File: src/hdl/tbi_pkg.sv
// ----------------------------------------------------------------------------
// Table interpolator package
// Widths, table geometry, microcode encodings and the microcode ROM shared
// by the sequencer, the datapath, the breakpoint table and the top level.
// ----------------------------------------------------------------------------
package tbi_pkg;

    localparam int TABLE_DEPTH = 64;
    localparam int IDX_W       = $clog2(TABLE_DEPTH);
    localparam int CNT_W       = 7;
    localparam int DATA_W      = 32;
    localparam int CLAMP_W     = (CNT_W > IDX_W + 1) ? CNT_W : IDX_W + 1;

    // Stream payload layout.
    localparam int IN_IDX_W     = 6;
    localparam int IN_TDATA_W   = 104;
    localparam int IN_KEY_LSB   = IN_IDX_W;
    localparam int IN_VAL_LSB   = IN_KEY_LSB + DATA_W;
    localparam int IN_QUERY_LSB = IN_VAL_LSB + DATA_W;
    localparam int OUT_TUSER_W  = 2;

    // Divider: the quotient is known to fit 33 bits once the overflow check passed.
    localparam int QUO_W      = 33;
    localparam int PROD_W     = 2 * DATA_W;
    localparam int DIV_CNT_W  = 6;
    localparam int BASE_W     = 35;

    localparam logic signed [DATA_W-1:0] RES_MAX = 32'sh7FFF_FFFF;
    localparam logic signed [DATA_W-1:0] RES_MIN = 32'sh8000_0000;

    // Datapath operations.
    localparam int OP_W = 4;
    typedef logic [OP_W-1:0] op_t;
    localparam op_t OP_NOP     = 4'd0;
    localparam op_t OP_IDLE    = 4'd1;
    localparam op_t OP_PROBE   = 4'd2;
    localparam op_t OP_CMP     = 4'd3;
    localparam op_t OP_RDLO    = 4'd4;
    localparam op_t OP_RDHI    = 4'd5;
    localparam op_t OP_LATCH   = 4'd6;
    localparam op_t OP_DIFF    = 4'd7;
    localparam op_t OP_MUL     = 4'd8;
    localparam op_t OP_DIVINIT = 4'd9;
    localparam op_t OP_DIVSTEP = 4'd10;
    localparam op_t OP_BASE    = 4'd11;
    localparam op_t OP_FINISH  = 4'd12;
    localparam op_t OP_OUT     = 4'd13;

    // Jump conditions.
    localparam int COND_W = 4;
    typedef logic [COND_W-1:0] cond_t;
    localparam cond_t COND_NEXT        = 4'd0;
    localparam cond_t COND_ALWAYS      = 4'd1;
    localparam cond_t COND_NO_START    = 4'd2;
    localparam cond_t COND_SEARCH_DONE = 4'd3;
    localparam cond_t COND_LAST        = 4'd4;
    localparam cond_t COND_DX_ZERO     = 4'd5;
    localparam cond_t COND_DIV_OVF     = 4'd6;
    localparam cond_t COND_DIV_MORE    = 4'd7;
    localparam cond_t COND_OUT_WAIT    = 4'd8;

    // Program steps.
    localparam int STEP_W = 4;
    typedef logic [STEP_W-1:0] step_t;
    localparam step_t STEP_IDLE    = 4'd0;
    localparam step_t STEP_PROBE   = 4'd1;
    localparam step_t STEP_CMP     = 4'd2;
    localparam step_t STEP_RDLO    = 4'd3;
    localparam step_t STEP_RDHI    = 4'd4;
    localparam step_t STEP_LATCH   = 4'd5;
    localparam step_t STEP_DIFF    = 4'd6;
    localparam step_t STEP_MUL     = 4'd7;
    localparam step_t STEP_DIVINIT = 4'd8;
    localparam step_t STEP_DIVSTEP = 4'd9;
    localparam step_t STEP_BASE    = 4'd10;
    localparam step_t STEP_FINISH  = 4'd11;
    localparam step_t STEP_OUT     = 4'd12;
    localparam step_t STEP_RETURN  = 4'd13;

    typedef struct packed {
        op_t   op;
        cond_t cond;
        step_t target;
    } ctrl_word_t;

    typedef struct packed {
        logic search_done;
        logic last;
        logic dx_zero;
        logic div_ovf;
        logic div_more;
    } dp_status_t;

    function automatic ctrl_word_t ucode_rom(input step_t step);
        ctrl_word_t w;
        unique case (step)
            STEP_IDLE:    w = '{OP_IDLE,    COND_NO_START,    STEP_IDLE};
            STEP_PROBE:   w = '{OP_PROBE,   COND_SEARCH_DONE, STEP_RDLO};
            STEP_CMP:     w = '{OP_CMP,     COND_ALWAYS,      STEP_PROBE};
            STEP_RDLO:    w = '{OP_RDLO,    COND_NEXT,        STEP_IDLE};
            STEP_RDHI:    w = '{OP_RDHI,    COND_NEXT,        STEP_IDLE};
            STEP_LATCH:   w = '{OP_LATCH,   COND_LAST,        STEP_OUT};
            STEP_DIFF:    w = '{OP_DIFF,    COND_DX_ZERO,     STEP_OUT};
            STEP_MUL:     w = '{OP_MUL,     COND_NEXT,        STEP_IDLE};
            STEP_DIVINIT: w = '{OP_DIVINIT, COND_DIV_OVF,     STEP_OUT};
            STEP_DIVSTEP: w = '{OP_DIVSTEP, COND_DIV_MORE,    STEP_DIVSTEP};
            STEP_BASE:    w = '{OP_BASE,    COND_NEXT,        STEP_IDLE};
            STEP_FINISH:  w = '{OP_FINISH,  COND_NEXT,        STEP_IDLE};
            STEP_OUT:     w = '{OP_OUT,     COND_OUT_WAIT,    STEP_OUT};
            STEP_RETURN:  w = '{OP_NOP,     COND_ALWAYS,      STEP_IDLE};
            default:      w = '{OP_NOP,     COND_ALWAYS,      STEP_IDLE};
        endcase
        return w;
    endfunction

endpackage

File: src/hdl/tbi_sequencer.sv
// ----------------------------------------------------------------------------
// Microcode sequencer
// Step counter, microcode ROM and conditional jump logic.
// ----------------------------------------------------------------------------
module tbi_sequencer (
    input  logic                    clk,
    input  logic                    rst_n,
    input  logic                    start,
    input  logic                    out_free,
    input  tbi_pkg::dp_status_t     status,
    output tbi_pkg::ctrl_word_t     ctrl
);

    tbi_pkg::step_t pc_reg;
    tbi_pkg::step_t pc_next;
    logic           jump;

    assign ctrl = tbi_pkg::ucode_rom(pc_reg);

    always_comb
    begin
        unique case (ctrl.cond)
            tbi_pkg::COND_NEXT:        jump = 1'b0;
            tbi_pkg::COND_ALWAYS:      jump = 1'b1;
            tbi_pkg::COND_NO_START:    jump = !start;
            tbi_pkg::COND_SEARCH_DONE: jump = status.search_done;
            tbi_pkg::COND_LAST:        jump = status.last;
            tbi_pkg::COND_DX_ZERO:     jump = status.dx_zero;
            tbi_pkg::COND_DIV_OVF:     jump = status.div_ovf;
            tbi_pkg::COND_DIV_MORE:    jump = status.div_more;
            tbi_pkg::COND_OUT_WAIT:    jump = !out_free;
            default:                   jump = 1'b1;
        endcase
        pc_next = jump ? ctrl.target : pc_reg + tbi_pkg::step_t'(1);
    end

    always_ff @(posedge clk or negedge rst_n)
    begin
        if (!rst_n)
        begin
            pc_reg <= tbi_pkg::STEP_IDLE;
        end
        else
        begin
            pc_reg <= pc_next;
        end
    end

endmodule

File: config.mk
export PLATFORM = sky130hd
export DESIGN_NAME = tbi_sequencer
export DESIGN_NICKNAME = d
export VERILOG_FILES = /design/src/hdl/tbi_pkg.sv /design/src/hdl/tbi_sequencer.sv
export SDC_FILE = /design/constraint.sdc
export NUM_CORES = 1
export LEC_CHECK = 0
export ABC_AREA = 1
export BUFFER_PORTS_ARGS = -buffer_cell sky130_fd_sc_hd__buf_2
export CAP_MARGIN = 10
export CORE_AREA = 2 2 39 41
export CTS_BUF_LIST = sky130_fd_sc_hd__clkbuf_16
export CTS_CLUSTER_DIAMETER = 80
export DETAILED_ROUTE_END_ITERATION = 12
export DIE_AREA = 0 0 41 43
export PLACE_DENSITY = 0.7
export SETUP_SLACK_MARGIN = 0.3
export SYNTH_ARGS = -nofsm -noshare
export SYNTH_HDL_FRONTEND = slang
export SYNTH_SLANG_ARGS = --single-unit
export TNS_END_PERCENT = 20
File: constraint.sdc
create_clock -name clk -period 3.7 [get_ports clk]
set_input_delay 0.74 -clock clk [delete_from_list [all_inputs] [get_ports clk]]
set_output_delay 0.74 -clock clk [all_outputs]
set_load 0.02 [all_outputs]
# Word-level counts from Yosys, hierarchy flattened
# Memories as Yosys holds them, arrays and structs flattened.
# Cells that the tools add are included.
# classes
n_addsub	1
eq_ne	7
muxes	2
n_reduce_logical	3
# ops
op	n
4-bit by 3-bit equality test with 1-bit output, second input constant	4
4-bit by 2-bit equality test with 1-bit output, second input constant	2
1-bit case mux with 8 select lines	1
4-bit by 1-bit adder with 4-bit output, second input constant	1
4-bit equality test, second input constant	1
4-bit zero test	1
4-bit 2-to-1 mux	1
1-bit zero test	2
# word_totals
ff_bits	4
romBits	192
inputBits	9
output_inout_bits	12
word_cells	15
n_memories	1
# memory_table
name	depth	word_bits	rd	rd_ports_with_merged_regs	write_ports	line	rtl
(no name shown)	16	12	1	0	0	tbi_pkg.sv:96	unique case (step)

# Longest topological paths before layout
# An unclocked memory read counts as a cell.
# depth
depth_word	4
mapped_depth	13
ltp_nobuf	13

# Least setup slack after synthesis
# Ideal clock, no wire load.
# synth_path
path_kind	reg-to-output
startpoint	register pc_reg[1]
endpoint	output port ctrl[0] in the netlist's numbering
arrival_ns	1.485
required_time_ns	2.960
setup_slack_ns	1.475
path_stages_with_launch	5
path_buffers	0
path_cell_list	dfrtp_1 > inv_1 > ha_1 > nand2_2 > o21ai_0
# synth_rtl
item	line	rtl
start, declared	tbi_sequencer.sv:14	tbi_pkg::step_t pc_reg;
start signal, assigned	tbi_sequencer.sv:41	pc_reg <= tbi_pkg::STEP_IDLE;
start signal, assigned	tbi_sequencer.sv:45	pc_reg <= pc_next;
end, declared	tbi_sequencer.sv:11	output tbi_pkg::ctrl_word_t ctrl

==> summary.txt <==
Clock tree
  • Clk sink count: 4
  • Clk pin slew, worst setup/hold paths: 0.03 ns
  • Clock latency at the later pin of the worst-skew pair: 0.22 ns
  • H-tree lvl count: 1
  • Cts bufs inserted: 3
  • Hold_buf cts: 0
  • Clock root buffer: clkbuf_16
  • Setup bufs post-CTS: 0
  • Post-cts gate resize count: 0
  • CTS tree: built
  • Clock buffer depth: 2

Setup path
  • RR Startpoint: pc_reg[1]
  • Worst R2R End: pc_reg[1]
  • CP max stage delay: 0.48 ns
  • CP arrival: 1.79 ns
  • R2R Setup Slk: 1.75 ns
  • CP cell instances: inv_1 > ha_1 > nand3_1 > nand2_2 > nor2_1 > inv_1 > buf_2
  • Setup crit start kind: flip-flop
  • Worst path required time: 2.96 ns
  • Slowest-stage cell, CP: dfrtp_1
  • R2R depth: 12
  • Element type at the critical path end: primary output
  • Crit-path most repeated cell: inv_1
  • Worst setup path category: reg -> out
  • Crit path max fanout: 7

Placed design
  • Post-DP HPWL: 1030 um
  • PortBufs: 20
  • GPL Wtd Cong: 0.762

Detailed routing
  • DRT iter0 DRCs: 18
  • DRC Markers: 0
  • Routed WL per cell: 9.58 um
  • WL met2: 620 um
  • Top sig layer: met3
  • Vias/cell: 4.66
  • Vias: 587
  • Met1 WL: 528 um
  • DR WL met3: 59 um
  • First-pass detailed-route iteration total: 4
  • Detail Route Antenna Nets: 0
  • Routed wire length: 1210 um

Logic synthesis
  • Syn avg cell area: 6.40 um2
  • Area fraction of the dominant cell type after synthesis: 17.8%
  • Synth Register Bits: 4
  • Yosys cell types: 19
  • Synth warn: 0
  • Synthesized cell area: 563 um2
  • Gate Count Post-Synth: 88
  • Seq/Total Area, Yosys: 17.8%
  • Synth area leader: dfrtp_1
  • Top cells by area, synth: dfrtp_1 18%, ha_1 16%, nand2_1 15%
  • Syn_nets: 104

Floorplanning
  • # rows: 14
  • Die area: 1760 um2
  • Die Ht: 43 um
  • Ports: 21
  • Starting density of the core: 40.7%
  • Core box area: 1380 um2
  • Die W: 41 um

STA
  • Max-slew headroom: 76.9%
  • Max Slew Vio Count: 0
  • Worst Max-Slew Pin Slew: 0.346 ns
  • Minimum clock period: 2.53 ns
  • Peak Freq: 0.395 GHz
  • Period utilization: 68.4%
  • Final Hold Viols: 0
  • TNS Setup: 0 ns
  • Setup repair after global routing missed its margin: no
  • Setup violators final: 0
  • Clock skew: 0.00294 ns

Final layout
  • Diode count: 0
  • Share of layout cells above drive strength 1: 33.6%
  • Layout fillers: 146
  • Max FFs per register: 4
  • Nets: 128
  • Area Overhead vs Synth: 32.7%

Global route
  • Grt ovf: 0
  • Largest net degree at the start of global routing: 11
  • First-pass GRT wire length: 2000 um
  • Total track usage: 16.7%
  • Vias in the first global route: 494
  • Initial antenna violation count: 0

Worst hold path
  • Hold Path Class: in -> async

Run
  • Total of max-cap violations: 0

Status
  • Status: complete, no violations
-- synthesized netlist by cell type (all sizes together) --
cell type and count:
inv 12, nor3 1, buf 1, nand2 30, nand3 11, a211o 1
xor2 1, dfrtp 4, o21ai 4, and2 1, nand4 1, nor2 14
ha 7
-- stage by stage --
stage	utilization (%)	hold slack (ns)	worst slack, ns	cells	area (um2)
after CTS	54.0	0.315	1.17	126	747
after global placement	48.6	0.547	1.47	123	672
after detailed placement	48.6	0.549	1.41	123	672
final	54.0	0.314	1.17	126	747
after global routing	54.0	0.318	1.04	126	747
after floorplan	-	0.444	1.47	88	563
-- cells in the final DEF (no fill, tap or decap), types with 3 or more instances in the layout --
| cell | synthesis | final |
|---|---|---|
| buf_2 | 0 | 20 |
| clkbuf_16 | 0 | 3 |
| dfrtp_1 | 4 | 4 |
| ha_1 | 7 | 7 |
| inv_1 | 11 | 11 |
| nand2_1 | 23 | 23 |
| nand2_2 | 7 | 7 |
| nand3_1 | 10 | 10 |
| nor2_1 | 10 | 10 |
| o21ai_0 | 3 | 3 |
-- worst max-delay path, delay by kind of cell, from the launching register on --
kind,cells,cell delay [ns]
buf+inv,3,0.35
fa+ha+maj,1,0.35
simple gates,3,0.39
flops,1,0.48
-- cell families after synthesis --
kind of cell               Yosys count  synth area share, %
AOI/OAI and AO/OA                    5                 5.33
xor gates and xnor gates             1                 1.56
adders and majority gates            7                 15.6
buffers and inverters               13                 10.0
DFF                                  4                 17.8
and+or+nand+nor                     58                 49.8
-- how the worst max path moves through the flow --
stage | end | from | depth (start not counted)
after global placement | ctrl[3] | pc_reg[1] | 7
after global routing | ctrl[3] | pc_reg[1] | 7
final | ctrl[3] | pc_reg[1] | 7
after detailed placement | ctrl[3] | pc_reg[1] | 7
after CTS | ctrl[3] | pc_reg[1] | 7
after floorplan | ctrl[0] | pc_reg[1] | 4
-- layout make-up --
| cell class | count | area, um2 | share of cell area (%) |
|---|---|---|---|
| Clock buffer | 3 | 75.1 | 10.1 |
| Inverter | 12 | 45.0 | 6.03 |
| Multi-Input combinational cell | 71 | 407 | 54.4 |
| Sequential cell | 4 | 100 | 13.4 |
| Tap cell | 16 | 20.0 | 2.68 |
| Timing Repair Buffer | 20 | 100 | 13.4 |
-- routing by layer --
layer	GRT usage, %	vias up
met5	0	-
met4	4.00	0
met3	6.28	0
met2	25.0	16
li1	-	323
met1	22.1	248
Power is not shown: default switching activity piles up to over one toggle a cycle in this logic, so the estimate is an artifact.
