**src/hdl/tbi_pkg.sv**
```systemverilog
// ----------------------------------------------------------------------------
// Table interpolator package
// Widths, table geometry, microcode encodings and the microcode ROM shared
// by the sequencer, the datapath, the breakpoint table and the top level.
// ----------------------------------------------------------------------------
package tbi_pkg;

    localparam int TABLE_DEPTH = 64;
    localparam int IDX_W       = $clog2(TABLE_DEPTH);
    localparam int CNT_W       = 7;
    localparam int DATA_W      = 32;
    localparam int CLAMP_W     = (CNT_W > IDX_W + 1) ? CNT_W : IDX_W + 1;

    // Stream payload layout.
    localparam int IN_IDX_W     = 6;
    localparam int IN_TDATA_W   = 104;
    localparam int IN_KEY_LSB   = IN_IDX_W;
    localparam int IN_VAL_LSB   = IN_KEY_LSB + DATA_W;
    localparam int IN_QUERY_LSB = IN_VAL_LSB + DATA_W;
    localparam int OUT_TUSER_W  = 2;

    // Divider: the quotient is known to fit 33 bits once the overflow check passed.
    localparam int QUO_W      = 33;
    localparam int PROD_W     = 2 * DATA_W;
    localparam int DIV_CNT_W  = 6;
    localparam int BASE_W     = 35;

    localparam logic signed [DATA_W-1:0] RES_MAX = 32'sh7FFF_FFFF;
    localparam logic signed [DATA_W-1:0] RES_MIN = 32'sh8000_0000;

    // Datapath operations.
    localparam int OP_W = 4;
    typedef logic [OP_W-1:0] op_t;
    localparam op_t OP_NOP     = 4'd0;
    localparam op_t OP_IDLE    = 4'd1;
    localparam op_t OP_PROBE   = 4'd2;
    localparam op_t OP_CMP     = 4'd3;
    localparam op_t OP_RDLO    = 4'd4;
    localparam op_t OP_RDHI    = 4'd5;
    localparam op_t OP_LATCH   = 4'd6;
    localparam op_t OP_DIFF    = 4'd7;
    localparam op_t OP_MUL     = 4'd8;
    localparam op_t OP_DIVINIT = 4'd9;
    localparam op_t OP_DIVSTEP = 4'd10;
    localparam op_t OP_BASE    = 4'd11;
    localparam op_t OP_FINISH  = 4'd12;
    localparam op_t OP_OUT     = 4'd13;

    // Jump conditions.
    localparam int COND_W = 4;
    typedef logic [COND_W-1:0] cond_t;
    localparam cond_t COND_NEXT        = 4'd0;
    localparam cond_t COND_ALWAYS      = 4'd1;
    localparam cond_t COND_NO_START    = 4'd2;
    localparam cond_t COND_SEARCH_DONE = 4'd3;
    localparam cond_t COND_LAST        = 4'd4;
    localparam cond_t COND_DX_ZERO     = 4'd5;
    localparam cond_t COND_DIV_OVF     = 4'd6;
    localparam cond_t COND_DIV_MORE    = 4'd7;
    localparam cond_t COND_OUT_WAIT    = 4'd8;

    // Program steps.
    localparam int STEP_W = 4;
    typedef logic [STEP_W-1:0] step_t;
    localparam step_t STEP_IDLE    = 4'd0;
    localparam step_t STEP_PROBE   = 4'd1;
    localparam step_t STEP_CMP     = 4'd2;
    localparam step_t STEP_RDLO    = 4'd3;
    localparam step_t STEP_RDHI    = 4'd4;
    localparam step_t STEP_LATCH   = 4'd5;
    localparam step_t STEP_DIFF    = 4'd6;
    localparam step_t STEP_MUL     = 4'd7;
    localparam step_t STEP_DIVINIT = 4'd8;
    localparam step_t STEP_DIVSTEP = 4'd9;
    localparam step_t STEP_BASE    = 4'd10;
    localparam step_t STEP_FINISH  = 4'd11;
    localparam step_t STEP_OUT     = 4'd12;
    localparam step_t STEP_RETURN  = 4'd13;

    typedef struct packed {
        op_t   op;
        cond_t cond;
        step_t target;
    } ctrl_word_t;

    typedef struct packed {
        logic search_done;
        logic last;
        logic dx_zero;
        logic div_ovf;
        logic div_more;
    } dp_status_t;

    function automatic ctrl_word_t ucode_rom(input step_t step);
        ctrl_word_t w;
        unique case (step)
            STEP_IDLE:    w = '{OP_IDLE,    COND_NO_START,    STEP_IDLE};
            STEP_PROBE:   w = '{OP_PROBE,   COND_SEARCH_DONE, STEP_RDLO};
            STEP_CMP:     w = '{OP_CMP,     COND_ALWAYS,      STEP_PROBE};
            STEP_RDLO:    w = '{OP_RDLO,    COND_NEXT,        STEP_IDLE};
            STEP_RDHI:    w = '{OP_RDHI,    COND_NEXT,        STEP_IDLE};
            STEP_LATCH:   w = '{OP_LATCH,   COND_LAST,        STEP_OUT};
            STEP_DIFF:    w = '{OP_DIFF,    COND_DX_ZERO,     STEP_OUT};
            STEP_MUL:     w = '{OP_MUL,     COND_NEXT,        STEP_IDLE};
            STEP_DIVINIT: w = '{OP_DIVINIT, COND_DIV_OVF,     STEP_OUT};
            STEP_DIVSTEP: w = '{OP_DIVSTEP, COND_DIV_MORE,    STEP_DIVSTEP};
            STEP_BASE:    w = '{OP_BASE,    COND_NEXT,        STEP_IDLE};
            STEP_FINISH:  w = '{OP_FINISH,  COND_NEXT,        STEP_IDLE};
            STEP_OUT:     w = '{OP_OUT,     COND_OUT_WAIT,    STEP_OUT};
            STEP_RETURN:  w = '{OP_NOP,     COND_ALWAYS,      STEP_IDLE};
            default:      w = '{OP_NOP,     COND_ALWAYS,      STEP_IDLE};
        endcase
        return w;
    endfunction

endpackage

```
**src/hdl/tbi_table.sv**
```systemverilog
// ----------------------------------------------------------------------------
// Breakpoint table
// Key and value memories with one write port and one registered read port.
// ----------------------------------------------------------------------------
module tbi_table (
    input  logic                               clk,
    input  logic                               wr_en,
    input  logic [tbi_pkg::IDX_W-1:0]          wr_addr,
    input  logic [tbi_pkg::DATA_W-1:0]         wr_key,
    input  logic [tbi_pkg::DATA_W-1:0]         wr_value,
    input  logic [tbi_pkg::IDX_W-1:0]          rd_addr,
    output logic [tbi_pkg::DATA_W-1:0]         rd_key,
    output logic [tbi_pkg::DATA_W-1:0]         rd_value
);

    logic [tbi_pkg::DATA_W-1:0] key_mem [tbi_pkg::TABLE_DEPTH];
    logic [tbi_pkg::DATA_W-1:0] val_mem [tbi_pkg::TABLE_DEPTH];
    logic [tbi_pkg::DATA_W-1:0] rd_key_reg;
    logic [tbi_pkg::DATA_W-1:0] rd_value_reg;

    always_ff @(posedge clk)
    begin
        if (wr_en)
        begin
            key_mem[wr_addr] <= wr_key;
            val_mem[wr_addr] <= wr_value;
        end
        rd_key_reg   <= key_mem[rd_addr];
        rd_value_reg <= val_mem[rd_addr];
    end

    assign rd_key   = rd_key_reg;
    assign rd_value = rd_value_reg;

endmodule

```
**config.mk**
```make
export PLATFORM = sky130hd
export DESIGN_NAME = tbi_table
export DESIGN_NICKNAME = d
export VERILOG_FILES = /design/src/hdl/tbi_pkg.sv /design/src/hdl/tbi_table.sv
export SDC_FILE = /design/constraint.sdc
export NUM_CORES = 2
export LEC_CHECK = 0
export ABC_AREA = 0
export BUFFER_PORTS_ARGS = -buffer_cell sky130_fd_sc_hd__buf_4
export CORE_ASPECT_RATIO = 2
export CORE_UTILIZATION = 25
export CTS_CLUSTER_SIZE = 28
export DETAILED_ROUTE_END_ITERATION = 8
export HOLD_SLACK_MARGIN = 0.02
export PLACE_DENSITY = 0.4
export RECOVER_POWER = 50
export SYNTH_ARGS = -nofsm -noshare
export SYNTH_HDL_FRONTEND = slang
export SYNTH_SLANG_ARGS = --single-unit
```
**constraint.sdc**
```tcl
create_clock -name clk -period 4.8 [get_ports clk]
set_input_delay 0.48 -clock clk [delete_from_list [all_inputs] [get_ports clk]]
set_output_delay 0.48 -clock clk [all_outputs]
set_load 0.05 [all_outputs]
```
-- Word-level counts from Yosys, hierarchy flattened
Memories as Yosys holds them, arrays and structs flattened. A register that Yosys moved wholly into a read port is not among the register bits.
Index checks and enable logic that the tools add are counted.
- $add $sub $neg: 0
- multipliers: 0
- div/mod/pow operators: 0
- $lt $le $gt $ge: 0
- equality and inequality tests: 0
- shifts and indexed selects: 0
- mux-type cells: 2
- bitwise logic cells: 0
- reduce and logical (&&, ||, !) cells: 0
- operators by type and width (kind ; count):
    1-bit 2-to-1 mux ; 2
- flip-flop bits (word level): 0
- latch bits: 0
- memory bits (writable): 4096
- bits in read-only memories: 0
- input bits: 78
- output and inout port bits: 64
- memories kept: 2
- memory list (memory ; words ; bits a word ; rd ports ; clocked after Yosys merged registers in ; write ports ; line ; text):
    key_mem ; 64 ; 32 ; 1 ; 1 ; 1 ; tbi_table.sv:16 ; logic [tbi_pkg::DATA_W-1:0] key_mem [tbi_pkg::TABLE_DEPTH];
    val_mem ; 64 ; 32 ; 1 ; 1 ; 1 ; tbi_table.sv:17 ; logic [tbi_pkg::DATA_W-1:0] val_mem [tbi_pkg::TABLE_DEPTH];

-- Logic depth before layout (Yosys ltp)
- word-level depth: 2
- mapped depth: 9
- depth with buffers taken out: 4

-- Worst setup path before layout
No wires, ideal clock.
- path type: input port to flip-flop
- start: input wr_addr[4] (netlist bit)
- end: memory key_mem[16][0] (netlist bit), enable pin
- arrival time: 3.990 ns
- required time: 4.314 ns
- path slack: 0.324 ns
- cell stages on the path: 4
- path through: clkbuf_1 or3b_2 clkbuf_1 nor2_1
- RTL lines (element ; line ; text):
    start: declaration ; tbi_table.sv:8 ; input logic [tbi_pkg::IDX_W-1:0] wr_addr,
    end: declaration ; tbi_table.sv:16 ;
Straight into the memory's write port.

-- Worst setup path in the final report
- start: input wr_addr[5] (netlist bit)
- end: memory key_mem[31][28] (netlist bit), enable pin
Straight into the memory's write port.

==> impl_metrics.yaml <==
outcome:
  status: "finished with violations"
  violations: "max-capacitance violations, max-slew violations"
floorplanning:
  start_util_pct: 25.1
  rows: 409
  num_io_pins: 142
  fp.dieH_um: 1120
  die_width_um: 560
  coreArea_mm2: 0.620
  die_area_mm2: 0.627
timing:
  min_period_ns: 3.76
  relSlewSlack_pct: -173
  finClkSkew_ns: 0.0405
  min_period_over_period_pct: 78.3
  worst_pin_slew_ns: 4.09
  max_freq_mhz: 266
  hold_violations: 0
  rsz0062_at_grt: "no"
  drv_slew: 4257
  finalSetupViolations: 0
  setup_tns_ns: 0
pwr:
  switching_power_uw: 17000
  p_int_uw: 58700
  power_frac_seq_pct: 53.4
  p_per_area_mw_per_mm2: 414
  swShare_pct: 22.5
  p_leak_uw: 0.0549
  pwr-share-clk_pct: 41.2
  power_frac_comb_pct: 5.4
  p_total_uw: 75700
  irDropWorstVdd_v: 0.000300
yosys:
  synth_most_common_cell: "edfxtp_1"
  synth_area_leaders: "edfxtp_1, mux4_2, a22oi_1"
  synth.largest_area_cell: "edfxtp_1"
  synth.distinct_cells: 30
  syn_area_per_cell_um2: 24.0
  synthesis.area_mm2: 0.156
  ys_seq_area_share_pct: 79.7
  syn_inst: 6505
  synthFlopType: "edfxtp_1"
  synth_nets: 6583
  yosysWarnings: 0
  async_reset_ff_share_pct: 0
  yosys-top-cells-count: "edfxtp_1, mux4_2, a22oi_1"
  synth_edf_count: 4096
  ys_seq_elements: 4160
  yosysTopAreaCellShare_pct: 78.9
global_routing:
  grt_max_degree: 80
  gr-usage-all-layers_pct: 17.8
  grt_antenna_before_repair: 58
  grt_overflow: 0
  grt_pass1_wl_um: 754000
  grt_pass1_vias: 79700
setup_path:
  setup.worst_path.class: "in2reg"
  crit_fanout: 35
  cp-start-kind: "input pin"
  rr_worst_depth: 4
  crit_path_end_kind: "register"
  critPathArrivalTime_ns: 4.21
  required_ns: 5.25
place:
  hpwl_um: 307000
  io_buffers: 141
  gp_congestion: 0.750
finish:
  reg.largest.list: "key_mem x2048, val_mem x2048"
  fillers: 60200
  drive_gt1_share_pct: 28.0
  finalNetCount: 7082
  fin_util_pct: 29.4
  syn_to_final_growth_pct: 17.2
clock_network:
  root_buffer: "clkbuf_16"
  htree_levels: 5
  numCtsBuffers: 366
  cts_buffer_depth: 4
  cts.clk_slew.worst_paths_ns: 0.07
  clock_latency_ns: 0.99
  cts_tree: "yes"
  post-cts-setup-buffers: 0
  clkSinkCount: 4160
route:
  detail-route-antenna-nets: 0
  via_per_inst: 4.87
  drt-initial-drc-count: 7146
  routed_wirelength_um: 568000
  drcViolationCount: 0
  wire_per_inst_um: 36.5
  vias: 75700
  dr.pass1.iters: 7
min_path:
  hold_class: "in2reg"
  hold_depth: 4
flow_run:
  max_cap_violations: 68
==> timing repair <==
action	in CTS	in global routing
gates resized for setup	0	0
hold endpoints to repair	1583	0
hold buffers	43	0
endpoints found under the setup margin	0	0
==> cell families after synthesis <==
| group | Yosys count | share of synthesized area (%) |
|---|---|---|
| multiplexers | 1114 | 15.4 |
| AO/OA/AOI/OAI | 575 | 2.80 |
| buffers and inverters | 378 | 1.24 |
| AND/OR/NAND/NOR | 278 | 0.831 |
| flip-flops | 4160 | 79.7 |
==> routing by layer <==
layer / GRT usage (%) / wire (µm) / vias to the layer above
met2: 34.4 / 316000 / 2362
met1: 20.9 / 214000 / 43400
met5: 0 / 92 / -
met4: 4.49 / 15300 / 14
met3: 1.56 / 22800 / 650
li1: - / - / 29200
==> cells in the final DEF (no fill, tap or decap), drive strengths merged, types with 4 or more instances in the layout <==
| cell | n |
|---|---|
| edfxtp | 4096 |
| mux4 | 1024 |
| clkbuf | 532 |
| buf | 396 |
| a22oi | 256 |
| nand3 | 133 |
| clkinv | 133 |
| nor2 | 110 |
| o22ai | 102 |
| mux2i | 90 |
| o221ai | 64 |
| o211a | 64 |
| dfxtp | 64 |
| a211oi | 63 |
| bufinv | 46 |
| dlygate4sd3 | 43 |
| a21oi | 25 |
| clkinvlp | 22 |
| inv | 15 |
| diode | 14 |
| nand2 | 7 |
| nor2b | 7 |
| nand3b | 4 |
| nand2b | 4 |
| or3b | 4 |
==> path summary, 6_finish.rpt <==
| kind | slack, ns | startpoint | to |
|---|---|---|---|
| setup / recovery | 1.04 | wr_addr[5] | key_mem[31][28] |
| hold / removal | 0.27 | rd_addr[5] | rd_key[31] |
| setup reg to reg | 2.46 | val_mem[18][14] | rd_value[14] |
| hold reg to reg | 0.84 | val_mem[54][1] | rd_value[1] |
==> power groups by stage <==
stage	registers (µW)	clock network, µW	logic (µW)
3_3_place_gp	41200	0	4120
2_1_floorplan	41300	0	1860
6_report	40500	31200	4070
4_1_cts	40400	31900	4210
3_5_place_dp	41200	0	4170
5_1_grt	40500	32900	4290
==> cell type report <==
type | count | area [µm²] | share of cell area (%)
repair buffers | 508 | 5600 | 3.06
diodes | 14 | 35.0 | 0.0192
multi-input cells | 1967 | 30200 | 16.5
well taps | 8220 | 10300 | 5.63
flip-flops and latches | 4160 | 124000 | 68.0
inverters | 1 | 3.75 | 0.00206
clock buffers | 465 | 9810 | 5.37
clock inverters | 215 | 2480 | 1.36
==> per-stage QoR <==
step | std cells | area, µm² | setup slack (ns) | hold WS, ns
finish | 15600 | 183000 | 1.04 | 0.272
global placement | 14800 | 170000 | 1.17 | 0.815
detailed placement | 14800 | 170000 | 1.18 | 0.831
global route | 15500 | 183000 | 1.12 | 0.264
floorplan | 6505 | 156000 | 0.324 | 0.579
CTS | 15500 | 183000 | 1.95 | 0.0221
==> critical path, stage by stage <==
cell and delay (ns):
buf_4 0.15, nand3b_1 0.15, buf_4 0.21, nor2_1 0.15, dlymetal6s4s_1 3.00
Note: power is estimated with default switching activity, not from simulation.
