$ cat config.mk
export PLATFORM = sky130hd
export DESIGN_NAME = tbi_datapath
export DESIGN_NICKNAME = d
export VERILOG_FILES = /design/src/hdl/tbi_pkg.sv /design/src/hdl/tbi_datapath.sv
export SDC_FILE = /design/constraint.sdc
export NUM_CORES = 2
export LEC_CHECK = 0
export BUFFER_PORTS_ARGS = -buffer_cell sky130_fd_sc_hd__buf_4
export CAP_MARGIN = 20
export CORE_ASPECT_RATIO = 1.75
export CORE_MARGIN = 1
export CORE_UTILIZATION = 40
export CTS_CLUSTER_DIAMETER = 30
export DETAILED_ROUTE_END_ITERATION = 12
export HOLD_SLACK_MARGIN = 0.15
export PLACE_DENSITY_LB_ADDON = 0.1
export SYNTH_ARGS = -nofsm -noshare
export SYNTH_HDL_FRONTEND = slang
export SYNTH_SLANG_ARGS = --single-unit
$ cat constraint.sdc
create_clock -name clk -period 11.2 [get_ports clk]
set_input_delay 2.24 -clock clk [delete_from_list [all_inputs] [get_ports clk]]
set_output_delay 2.24 -clock clk [all_outputs]
set_load 0.02 [all_outputs]
$ cat src/hdl/tbi_pkg.sv
// ----------------------------------------------------------------------------
// Table interpolator package
// Widths, table geometry, microcode encodings and the microcode ROM shared
// by the sequencer, the datapath, the breakpoint table and the top level.
// ----------------------------------------------------------------------------
package tbi_pkg;

    localparam int TABLE_DEPTH = 64;
    localparam int IDX_W       = $clog2(TABLE_DEPTH);
    localparam int CNT_W       = 7;
    localparam int DATA_W      = 32;
    localparam int CLAMP_W     = (CNT_W > IDX_W + 1) ? CNT_W : IDX_W + 1;

    // Stream payload layout.
    localparam int IN_IDX_W     = 6;
    localparam int IN_TDATA_W   = 104;
    localparam int IN_KEY_LSB   = IN_IDX_W;
    localparam int IN_VAL_LSB   = IN_KEY_LSB + DATA_W;
    localparam int IN_QUERY_LSB = IN_VAL_LSB + DATA_W;
    localparam int OUT_TUSER_W  = 2;

    // Divider: the quotient is known to fit 33 bits once the overflow check passed.
    localparam int QUO_W      = 33;
    localparam int PROD_W     = 2 * DATA_W;
    localparam int DIV_CNT_W  = 6;
    localparam int BASE_W     = 35;

    localparam logic signed [DATA_W-1:0] RES_MAX = 32'sh7FFF_FFFF;
    localparam logic signed [DATA_W-1:0] RES_MIN = 32'sh8000_0000;

    // Datapath operations.
    localparam int OP_W = 4;
    typedef logic [OP_W-1:0] op_t;
    localparam op_t OP_NOP     = 4'd0;
    localparam op_t OP_IDLE    = 4'd1;
    localparam op_t OP_PROBE   = 4'd2;
    localparam op_t OP_CMP     = 4'd3;
    localparam op_t OP_RDLO    = 4'd4;
    localparam op_t OP_RDHI    = 4'd5;
    localparam op_t OP_LATCH   = 4'd6;
    localparam op_t OP_DIFF    = 4'd7;
    localparam op_t OP_MUL     = 4'd8;
    localparam op_t OP_DIVINIT = 4'd9;
    localparam op_t OP_DIVSTEP = 4'd10;
    localparam op_t OP_BASE    = 4'd11;
    localparam op_t OP_FINISH  = 4'd12;
    localparam op_t OP_OUT     = 4'd13;

    // Jump conditions.
    localparam int COND_W = 4;
    typedef logic [COND_W-1:0] cond_t;
    localparam cond_t COND_NEXT        = 4'd0;
    localparam cond_t COND_ALWAYS      = 4'd1;
    localparam cond_t COND_NO_START    = 4'd2;
    localparam cond_t COND_SEARCH_DONE = 4'd3;
    localparam cond_t COND_LAST        = 4'd4;
    localparam cond_t COND_DX_ZERO     = 4'd5;
    localparam cond_t COND_DIV_OVF     = 4'd6;
    localparam cond_t COND_DIV_MORE    = 4'd7;
    localparam cond_t COND_OUT_WAIT    = 4'd8;

    // Program steps.
    localparam int STEP_W = 4;
    typedef logic [STEP_W-1:0] step_t;
    localparam step_t STEP_IDLE    = 4'd0;
    localparam step_t STEP_PROBE   = 4'd1;
    localparam step_t STEP_CMP     = 4'd2;
    localparam step_t STEP_RDLO    = 4'd3;
    localparam step_t STEP_RDHI    = 4'd4;
    localparam step_t STEP_LATCH   = 4'd5;
    localparam step_t STEP_DIFF    = 4'd6;
    localparam step_t STEP_MUL     = 4'd7;
    localparam step_t STEP_DIVINIT = 4'd8;
    localparam step_t STEP_DIVSTEP = 4'd9;
    localparam step_t STEP_BASE    = 4'd10;
    localparam step_t STEP_FINISH  = 4'd11;
    localparam step_t STEP_OUT     = 4'd12;
    localparam step_t STEP_RETURN  = 4'd13;

    typedef struct packed {
        op_t   op;
        cond_t cond;
        step_t target;
    } ctrl_word_t;

    typedef struct packed {
        logic search_done;
        logic last;
        logic dx_zero;
        logic div_ovf;
        logic div_more;
    } dp_status_t;

    function automatic ctrl_word_t ucode_rom(input step_t step);
        ctrl_word_t w;
        unique case (step)
            STEP_IDLE:    w = '{OP_IDLE,    COND_NO_START,    STEP_IDLE};
            STEP_PROBE:   w = '{OP_PROBE,   COND_SEARCH_DONE, STEP_RDLO};
            STEP_CMP:     w = '{OP_CMP,     COND_ALWAYS,      STEP_PROBE};
            STEP_RDLO:    w = '{OP_RDLO,    COND_NEXT,        STEP_IDLE};
            STEP_RDHI:    w = '{OP_RDHI,    COND_NEXT,        STEP_IDLE};
            STEP_LATCH:   w = '{OP_LATCH,   COND_LAST,        STEP_OUT};
            STEP_DIFF:    w = '{OP_DIFF,    COND_DX_ZERO,     STEP_OUT};
            STEP_MUL:     w = '{OP_MUL,     COND_NEXT,        STEP_IDLE};
            STEP_DIVINIT: w = '{OP_DIVINIT, COND_DIV_OVF,     STEP_OUT};
            STEP_DIVSTEP: w = '{OP_DIVSTEP, COND_DIV_MORE,    STEP_DIVSTEP};
            STEP_BASE:    w = '{OP_BASE,    COND_NEXT,        STEP_IDLE};
            STEP_FINISH:  w = '{OP_FINISH,  COND_NEXT,        STEP_IDLE};
            STEP_OUT:     w = '{OP_OUT,     COND_OUT_WAIT,    STEP_OUT};
            STEP_RETURN:  w = '{OP_NOP,     COND_ALWAYS,      STEP_IDLE};
            default:      w = '{OP_NOP,     COND_ALWAYS,      STEP_IDLE};
        endcase
        return w;
    endfunction

endpackage

$ cat src/hdl/tbi_datapath.sv
// ----------------------------------------------------------------------------
// Interpolation datapath
// Search bounds, segment registers, multiplier, restoring divider and the
// rounding and clipping stage, each driven by the current microcode op.
// ----------------------------------------------------------------------------
module tbi_datapath (
    input  logic                               clk,
    input  tbi_pkg::op_t                       op,
    input  logic                               start,
    input  logic [tbi_pkg::CNT_W-1:0]          entries_in_use,
    input  logic signed [tbi_pkg::DATA_W-1:0]  query_key,
    input  logic [tbi_pkg::DATA_W-1:0]         rd_key,
    input  logic [tbi_pkg::DATA_W-1:0]         rd_value,
    output logic [tbi_pkg::IDX_W-1:0]          rd_addr,
    output tbi_pkg::dp_status_t                status,
    output logic [tbi_pkg::DATA_W-1:0]         result_value,
    output logic                               degenerate_segment,
    output logic                               saturated
);

    localparam int DW = tbi_pkg::DATA_W;
    localparam int IW = tbi_pkg::IDX_W;
    localparam int BW = tbi_pkg::BASE_W;

    logic signed [DW-1:0]          q_reg;
    logic [IW-1:0]                 lo_reg;
    logic [IW-1:0]                 hi_reg;
    logic [IW-1:0]                 last_reg;
    logic [IW-1:0]                 mid_reg;
    logic signed [DW-1:0]          x0_reg;
    logic signed [DW-1:0]          y0_reg;
    logic signed [DW-1:0]          x1_reg;
    logic signed [DW-1:0]          y1_reg;
    logic [DW-1:0]                 mdx_reg;
    logic [DW-1:0]                 mdy_reg;
    logic [DW-1:0]                 mdq_reg;
    logic                          neg_reg;
    logic [tbi_pkg::PROD_W-1:0]    prod_reg;
    logic [DW-1:0]                 rem_reg;
    logic [tbi_pkg::QUO_W-1:0]     qsh_reg;
    logic [tbi_pkg::DIV_CNT_W-1:0] cnt_reg;
    logic signed [BW-1:0]          base_reg;
    logic [DW-1:0]                 res_reg;
    logic                          deg_reg;
    logic                          sat_reg;

    logic [IW:0]                   mid_sum;
    logic [IW-1:0]                 mid_c;
    logic [tbi_pkg::CLAMP_W-1:0]   count_ext;
    logic [tbi_pkg::CLAMP_W-1:0]   last_ext;
    logic signed [DW:0]            dx_c;
    logic signed [DW:0]            dy_c;
    logic signed [DW:0]            dq_c;
    logic [DW:0]                   adx_c;
    logic [DW:0]                   ady_c;
    logic [DW:0]                   adq_c;
    logic [DW:0]                   trial_c;
    logic [DW:0]                   diff_c;
    logic                          ge_c;
    logic signed [BW-1:0]          y0_ext;
    logic signed [BW-1:0]          quo_ext;
    logic signed [BW-1:0]          adj_c;
    logic                          pos_ovf;
    logic                          neg_ovf;

    // Search probe: upper middle of the remaining range.
    assign mid_sum = {1'b0, lo_reg} + {1'b0, hi_reg} + (IW+1)'(1);
    assign mid_c   = mid_sum[IW:1];

    // Entry count clamped to 1..TABLE_DEPTH, kept as the index of the last entry.
    always_comb
    begin
        count_ext = tbi_pkg::CLAMP_W'(entries_in_use);
        if (count_ext == '0)
        begin
            last_ext = '0;
        end
        else if (count_ext > tbi_pkg::CLAMP_W'(tbi_pkg::TABLE_DEPTH))
        begin
            last_ext = tbi_pkg::CLAMP_W'(tbi_pkg::TABLE_DEPTH - 1);
        end
        else
        begin
            last_ext = count_ext - tbi_pkg::CLAMP_W'(1);
        end
    end

    always_comb
    begin
        unique case (op)
            tbi_pkg::OP_PROBE: rd_addr = mid_c;
            tbi_pkg::OP_RDHI:  rd_addr = lo_reg + IW'(1);
            default:           rd_addr = lo_reg;
        endcase
    end

    // Segment differences and magnitudes.
    assign dx_c  = {x1_reg[DW-1], x1_reg} - {x0_reg[DW-1], x0_reg};
    assign dy_c  = {y1_reg[DW-1], y1_reg} - {y0_reg[DW-1], y0_reg};
    assign dq_c  = {q_reg[DW-1], q_reg} - {x0_reg[DW-1], x0_reg};
    assign adx_c = dx_c[DW] ? -dx_c : dx_c;
    assign ady_c = dy_c[DW] ? -dy_c : dy_c;
    assign adq_c = dq_c[DW] ? -dq_c : dq_c;

    // One restoring divide step.
    assign trial_c = {rem_reg, qsh_reg[tbi_pkg::QUO_W-1]};
    assign ge_c    = trial_c >= {1'b0, mdx_reg};
    assign diff_c  = trial_c - {1'b0, mdx_reg};

    assign y0_ext  = BW'(y0_reg);
    assign quo_ext = $signed({{(BW - tbi_pkg::QUO_W){1'b0}}, qsh_reg});

    // A nonzero remainder moves the result one step toward zero where needed.
    always_comb
    begin
        adj_c = base_reg;
        if (rem_reg != '0)
        begin
            if (neg_reg && base_reg > 0)
            begin
                adj_c = base_reg - BW'(1);
            end
            else if (!neg_reg && base_reg < 0)
            begin
                adj_c = base_reg + BW'(1);
            end
        end
        pos_ovf = !adj_c[BW-1] && (adj_c[BW-2:DW-1] != '0);
        neg_ovf =  adj_c[BW-1] && (adj_c[BW-2:DW-1] != '1);
    end

    always_ff @(posedge clk)
    begin
        case (op)
            tbi_pkg::OP_IDLE:
            begin
                if (start)
                begin
                    q_reg    <= query_key;
                    lo_reg   <= '0;
                    hi_reg   <= last_ext[IW-1:0];
                    last_reg <= last_ext[IW-1:0];
                end
            end
            tbi_pkg::OP_PROBE:
            begin
                mid_reg <= mid_c;
            end
            tbi_pkg::OP_CMP:
            begin
                if ($signed(rd_key) <= q_reg)
                begin
                    lo_reg <= mid_reg;
                end
                else
                begin
                    hi_reg <= mid_reg - IW'(1);
                end
            end
            tbi_pkg::OP_RDHI:
            begin
                x0_reg <= rd_key;
                y0_reg <= rd_value;
            end
            tbi_pkg::OP_LATCH:
            begin
                x1_reg  <= rd_key;
                y1_reg  <= rd_value;
                res_reg <= y0_reg;
                deg_reg <= 1'b0;
                sat_reg <= 1'b0;
            end
            tbi_pkg::OP_DIFF:
            begin
                mdx_reg <= adx_c[DW-1:0];
                mdy_reg <= ady_c[DW-1:0];
                mdq_reg <= adq_c[DW-1:0];
                neg_reg <= dx_c[DW] ^ dy_c[DW] ^ dq_c[DW];
                deg_reg <= (dx_c == '0);
            end
            tbi_pkg::OP_MUL:
            begin
                prod_reg <= mdy_reg * mdq_reg;
            end
            tbi_pkg::OP_DIVINIT:
            begin
                rem_reg <= {1'b0, prod_reg[tbi_pkg::PROD_W-1:tbi_pkg::QUO_W]};
                qsh_reg <= prod_reg[tbi_pkg::QUO_W-1:0];
                cnt_reg <= tbi_pkg::DIV_CNT_W'(tbi_pkg::QUO_W);
                res_reg <= neg_reg ? tbi_pkg::RES_MIN : tbi_pkg::RES_MAX;
                sat_reg <= 1'b1;
            end
            tbi_pkg::OP_DIVSTEP:
            begin
                rem_reg <= ge_c ? diff_c[DW-1:0] : trial_c[DW-1:0];
                qsh_reg <= {qsh_reg[tbi_pkg::QUO_W-2:0], ge_c};
                cnt_reg <= cnt_reg - tbi_pkg::DIV_CNT_W'(1);
            end
            tbi_pkg::OP_BASE:
            begin
                base_reg <= neg_reg ? (y0_ext - quo_ext) : (y0_ext + quo_ext);
            end
            tbi_pkg::OP_FINISH:
            begin
                if (pos_ovf)
                begin
                    res_reg <= tbi_pkg::RES_MAX;
                end
                else if (neg_ovf)
                begin
                    res_reg <= tbi_pkg::RES_MIN;
                end
                else
                begin
                    res_reg <= adj_c[DW-1:0];
                end
                sat_reg <= pos_ovf || neg_ovf;
            end
            default:
            begin
            end
        endcase
    end

    assign status.search_done = !(lo_reg < hi_reg);
    assign status.last        = (lo_reg == last_reg);
    assign status.dx_zero     = (dx_c == '0);
    assign status.div_ovf     = {1'b0, prod_reg[tbi_pkg::PROD_W-1:tbi_pkg::QUO_W]} >= mdx_reg;
    assign status.div_more    = (cnt_reg != tbi_pkg::DIV_CNT_W'(1));

    assign result_value       = res_reg;
    assign degenerate_segment = deg_reg;
    assign saturated          = sat_reg;

endmodule

[After elaboration in Yosys (flattened, before gate mapping)]
Index checks and enable logic that the tools add are counted.
Cells by class
  add/subtract/negate cells: 17
  multipliers: 1
  magnitude comparators: 7
  equality and inequality tests: 17
  multiplexer cells: 26
  bitwise gates (word level): 2
  reduce and logical (&&, ||, !) cells: 19
Operator list (count)
  32-bit two-way mux: 7
  35-bit two-way mux: 4
  32-bit by 32-bit subtractor with 33-bit output: 3
  32-bit negator: 3
  32-bit one-hot mux with 3 select lines: 1
  33-bit one-hot mux with 2 select lines: 1
  32-bit by 32-bit multiplier with 64-bit output: 1
  32-bit one-hot mux with 2 select lines: 1
  6-bit one-hot mux with 2 select lines: 4
  6-bit two-way mux: 6
  32-bit by 34-bit adder with 35-bit output: 1
  35-bit by 2-bit adder with 35-bit output, second input constant: 1
  35-bit by 1-bit > comparator with 1-bit output, second input constant: 1
  35-bit by 1-bit < comparator with 1-bit output, second input constant: 1
  32-bit by 34-bit subtractor with 35-bit output: 1
  35-bit by 2-bit subtractor with 35-bit output, second input constant: 1
  33-bit by 32-bit greater-or-equal comparator with 1-bit output: 1
  33-bit logical NOT: 1
  31-bit by 32-bit greater-or-equal comparator with 1-bit output: 1
  32-bit <= comparator: 1
  32-bit nonzero test: 1
  32-bit subtractor: 1
  4-bit == test, second input constant: 5
  6-bit by 1-bit subtractor with 6-bit output, second input constant: 3
  23 further kinds: 38
Storage, ports and cells
  bits in registers: 485
  output and inout port bits: 45

[Depth between registers and ports, before layout]
  depth in word-level cells: 10
  gate-level depth with buffers: 30
  gate-level depth less buffers: 28

[Worst setup path after synthesis]
No wires, ideal clock.
  kind: input to output
  start point: input op[3]
  end point: output rd_addr[5] (netlist name)
  arrival: 5379 ps
  required time: 8960 ps
  path slack: 3581 ps
  cell stages on the path: 6
  path through: nand2b_1 -> or2_2 -> clkbuf_1 -> inv_1 -> nand4_1 -> o311ai_0
Between the ends
  longest elaborated chain between the ends: 2
  elaborated cells on any way between the ends: 3
  those cells by class: eq/ne (2); mux (1)
Ends and longest elaborated chain
  start, declared: RTL line tbi_datapath.sv:8  | input tbi_pkg::op_t op,
  4-bit by 3-bit == test with 1-bit output / 4-bit by 2-bit == test with 1-bit output (equally long branches): RTL line tbi_datapath.sv:90  | unique case (op)
  6-bit one-hot mux with 2 select lines (*): RTL line tbi_datapath.sv:90
  end, declared: RTL line tbi_datapath.sv:14  | output logic [tbi_pkg::IDX_W-1:0] rd_addr,
Every way passes the cells marked *; elsewhere a longest branch is shown, timed or not.

[Final worst setup path]
  start point: register mdy_reg[8]
  end point: register prod_reg[62] (netlist name), data pin
Between the ends
  longest elaborated chain between the ends: 1
Ends and longest elaborated chain
  start, declared: RTL line tbi_datapath.sv:35  | logic [DW-1:0] mdy_reg;
  start signal, assigned: RTL line tbi_datapath.sv:176  | mdy_reg <= ady_c[DW-1:0];
  32-bit by 32-bit multiplier with 64-bit output: RTL line tbi_datapath.sv:183  | prod_reg <= mdy_reg * mdq_reg;
  end signal, assigned: RTL line tbi_datapath.sv:183
  end, declared: RTL line tbi_datapath.sv:38  | logic [tbi_pkg::PROD_W-1:0] prod_reg;
Every way passes these cells.
A chain may end at the register's enable or synchronous reset.

==> flow_summary.json <==
{
  "gr-max-usage-layer": "met2",
  "finalSetupTns_ps": 0,
  "ys_top_cells_by_count": "1085 x inv_1, 902 x fa_1, 756 x nand2_1",
  "worst_pin_slew_ps": 1151,
  "antenna_found_initial": 5,
  "p_sw_frac": 0.4711,
  "synth.distinct_cells": 84,
  "relSlewSlack": 0.2324,
  "grt_use_met2": 0.5274,
  "end_kind": "flop",
  "grt_pass1_vias": 52600,
  "multi_input_area_um2": 44740,
  "synth_top_area_share": 0.2805,
  "cap_violations": 0,
  "rows": 194,
  "hold_violations": 0,
  "rsz0062_at_grt": "no",
  "p_sw_mw": 7.291,
  "cts_setup_buffers": 0,
  "grt_pass1_wl_um": 324100,
  "drtIter0Drc": 2391,
  "drive_gt1_frac": 0.07233,
  "synth_area_leaders": "fa_1 28%, edfxtp_1 23%, ha_1 9.9%, inv_1 6.3%, and2_1 6.1%",
  "largest_reg_flops": 64,
  "cts_hold_buffers": 0,
  "setup-violations-final": 0,
  "clkPwrFrac": 0.210,
  "crit_path_start": "mdy_reg[8]",
  "fin_util": 0.4480,
  "cts.sinks": 485,
  "finClkSkew_ps": 92.58,
  "min_path_type": "flop to flop",
  "hpwl_um": 175700,
  "gp_congestion": 0.9162,
  "synth_ff_type": "edfxtp_1",
  "cp.arrival_ps": 9430,
  "drt-pass1-iter-count": 5,
  "yosys_warnings": 0,
  "cts_resized": 0,
  "cts_tree": "done",
  "wire_per_inst_um": 24.23,
  "finalPower_mw": 15.48,
  "crit_slowest_cell": "edfxtp_1",
  "syn_area_per_cell_um2": 9.530,
  "start_util": 0.4030,
  "synth_seq_cells": 485,
  "fmax_mhz": 111.7,
  "combPwrFrac": 0.618,
  "period_share": 0.7996,
  "remaining_drc_errors": 0,
  "grt_max_degree": 72,
  "ys_seq_area_frac": 0.2262,
  "grtUsageMet3": 0.02617,
  "async_flop_share": 0,
  "cp_num_buf_inv": 4,
  "syn_inst": 6755,
  "internal_power_mw": 8.184,
  "core-area_um2": 159700,
  "num-fill-cells": 15640,
  "wl_um": 217400,
  "period_needed_ps": 8956,
  "met1_usage": 0.2499,
  "worstPathMaxFanout": 20,
  "syn_nets": 8277,
  "crit_type": "flop to flop",
  "vias": 48450,
  "synth_edf_count": 485,
  "grt_remaining_overflow": 0,
  "die_x_um": 305.3,
  "grt.total_usage": 0.2699,
  "maxSlewViolCount": 0,
  "clkTransAtPathRegs_ps": 60,
  "die_area_um2": 162600,
  "r2r-start": "mdy_reg[8]",
  "antenna_left": 0,
  "yosysMostFrequentCell": "inv_1",
  "numCtsBuffers": 108,
  "cts_buffer_depth": 3,
  "clock_latency_ps": 760,
  "outcome": "finished, final reports clean",
  "cts_root_buffer": "clkbuf_16",
  "syn_area_um2": 64370,
  "cts_max_level": 3,
  "power_density_nw_per_um2": 216.3,
  "viasPerCell": 5.399,
  "slowest_delay_ps": 1030,
  "power_leakage_nw": 32.35,
  "port_buffers": 153,
  "syn_to_final_growth_pct": 11.16,
  "min_from": "prod_reg[3]",
  "regArea_um2": 14560,
  "ir_drop_uv": 414.5,
  "final_nets": 8339,
  "post-synth-top-area-cell": "fa_1",
  "crit_required_ps": 11670,
  "die_h_um": 532.7,
  "startpoint_type": "flop",
  "path_common_cell": "fa_1",
  "io_pins": 154,
  "cp_top_family": "adder cells",
  "p_seq_frac": 0.172
}
[cell families (layout without fill, tap and decap cells)]
group / Yosys count / in the layout / share of synthesized area
adder cells (fa/ha/maj): 1414 / 1414 / 0.3800
other: 0 / 2 / 0
AO/OA/AOI/OAI: 959 / 959 / 0.09538
XOR/XNOR: 361 / 361 / 0.04912
buffers and inverters: 1374 / 1532 / 0.08031
AND/OR/NAND/NOR: 2150 / 2150 / 0.1670
multiplexers: 12 / 12 / 0.001944
flip-flops: 485 / 485 / 0.2262
[through the flow]
step / instance area [µm²] / hold slack (ps) / setup slack (ps) / instances
2_1_floorplan: 64370 / 490.8 / 3581 / 6755
3_3_place_gp: 67760 / 513.3 / 2205 / 8763
5_1_grt: 71550 / 544.0 / 1859 / 8972
4_1_cts: 71530 / 525.2 / 2271 / 8970
3_5_place_dp: 67780 / 511.1 / 2303 / 8764
6_report: 71550 / 523.1 / 2244 / 8973
[layout by cell type (no fill, tap or decap), types with 124 or more instances in the layout]
cell type  netlist  routed
a21o_1         124     124
a21oi_1        273     271
and2_1         629     629
buf_4            0     238
edfxtp_1       485     485
fa_1           902     902
ha_1           511     511
inv_1         1085    1083
nand2_1        756     755
nor2_1         288     283
o21ai_0        201     200
xnor2_1        236     236
xor2_1         125     125
[cell type report]
type | count | area share
inverters | 1085 | 0.05693
well taps | 2058 | 0.03599
repair buffers | 241 | 0.02591
multi-input cells | 4896 | 0.6252
flip-flops and latches | 485 | 0.2035
clock inverters | 92 | 0.01427
diodes | 2 | 0.00006994
clock buffers | 114 | 0.03808
[per-layer routing]
layer | vias to the layer above | part of all wire
li1 | 22020 | -
met3 | 560 | 0.028
met1 | 24690 | 0.32
met5 | - | 0.000064
met2 | 1172 | 0.56
met4 | 2 | 0.092
[worst min-delay path: stages (launching register included)]
cell and delay (ps):
edfxtp_1 320, nand2_1 50, nand2_1 50
[final timing paths]
path	endpoint	slack [ps]	cells past startpoint
max	prod_reg[62]	2240	26
min	qsh_reg[3]	520	2
min reg2reg	qsh_reg[3]	520	2
max reg2reg	prod_reg[62]	2240	26
[power groups by stage]
stage	Sequential (mW)	Clock [mW]	Combinational (mW)
final	2.67	3.24	9.56
after floorplan	2.65	0	6.23
after global placement	2.71	0	9.70
after CTS	2.67	3.30	9.76
after global routing	2.68	3.38	10.5
after detailed placement	2.71	0	9.67
Note: power is estimated with default switching activity, not from simulation.
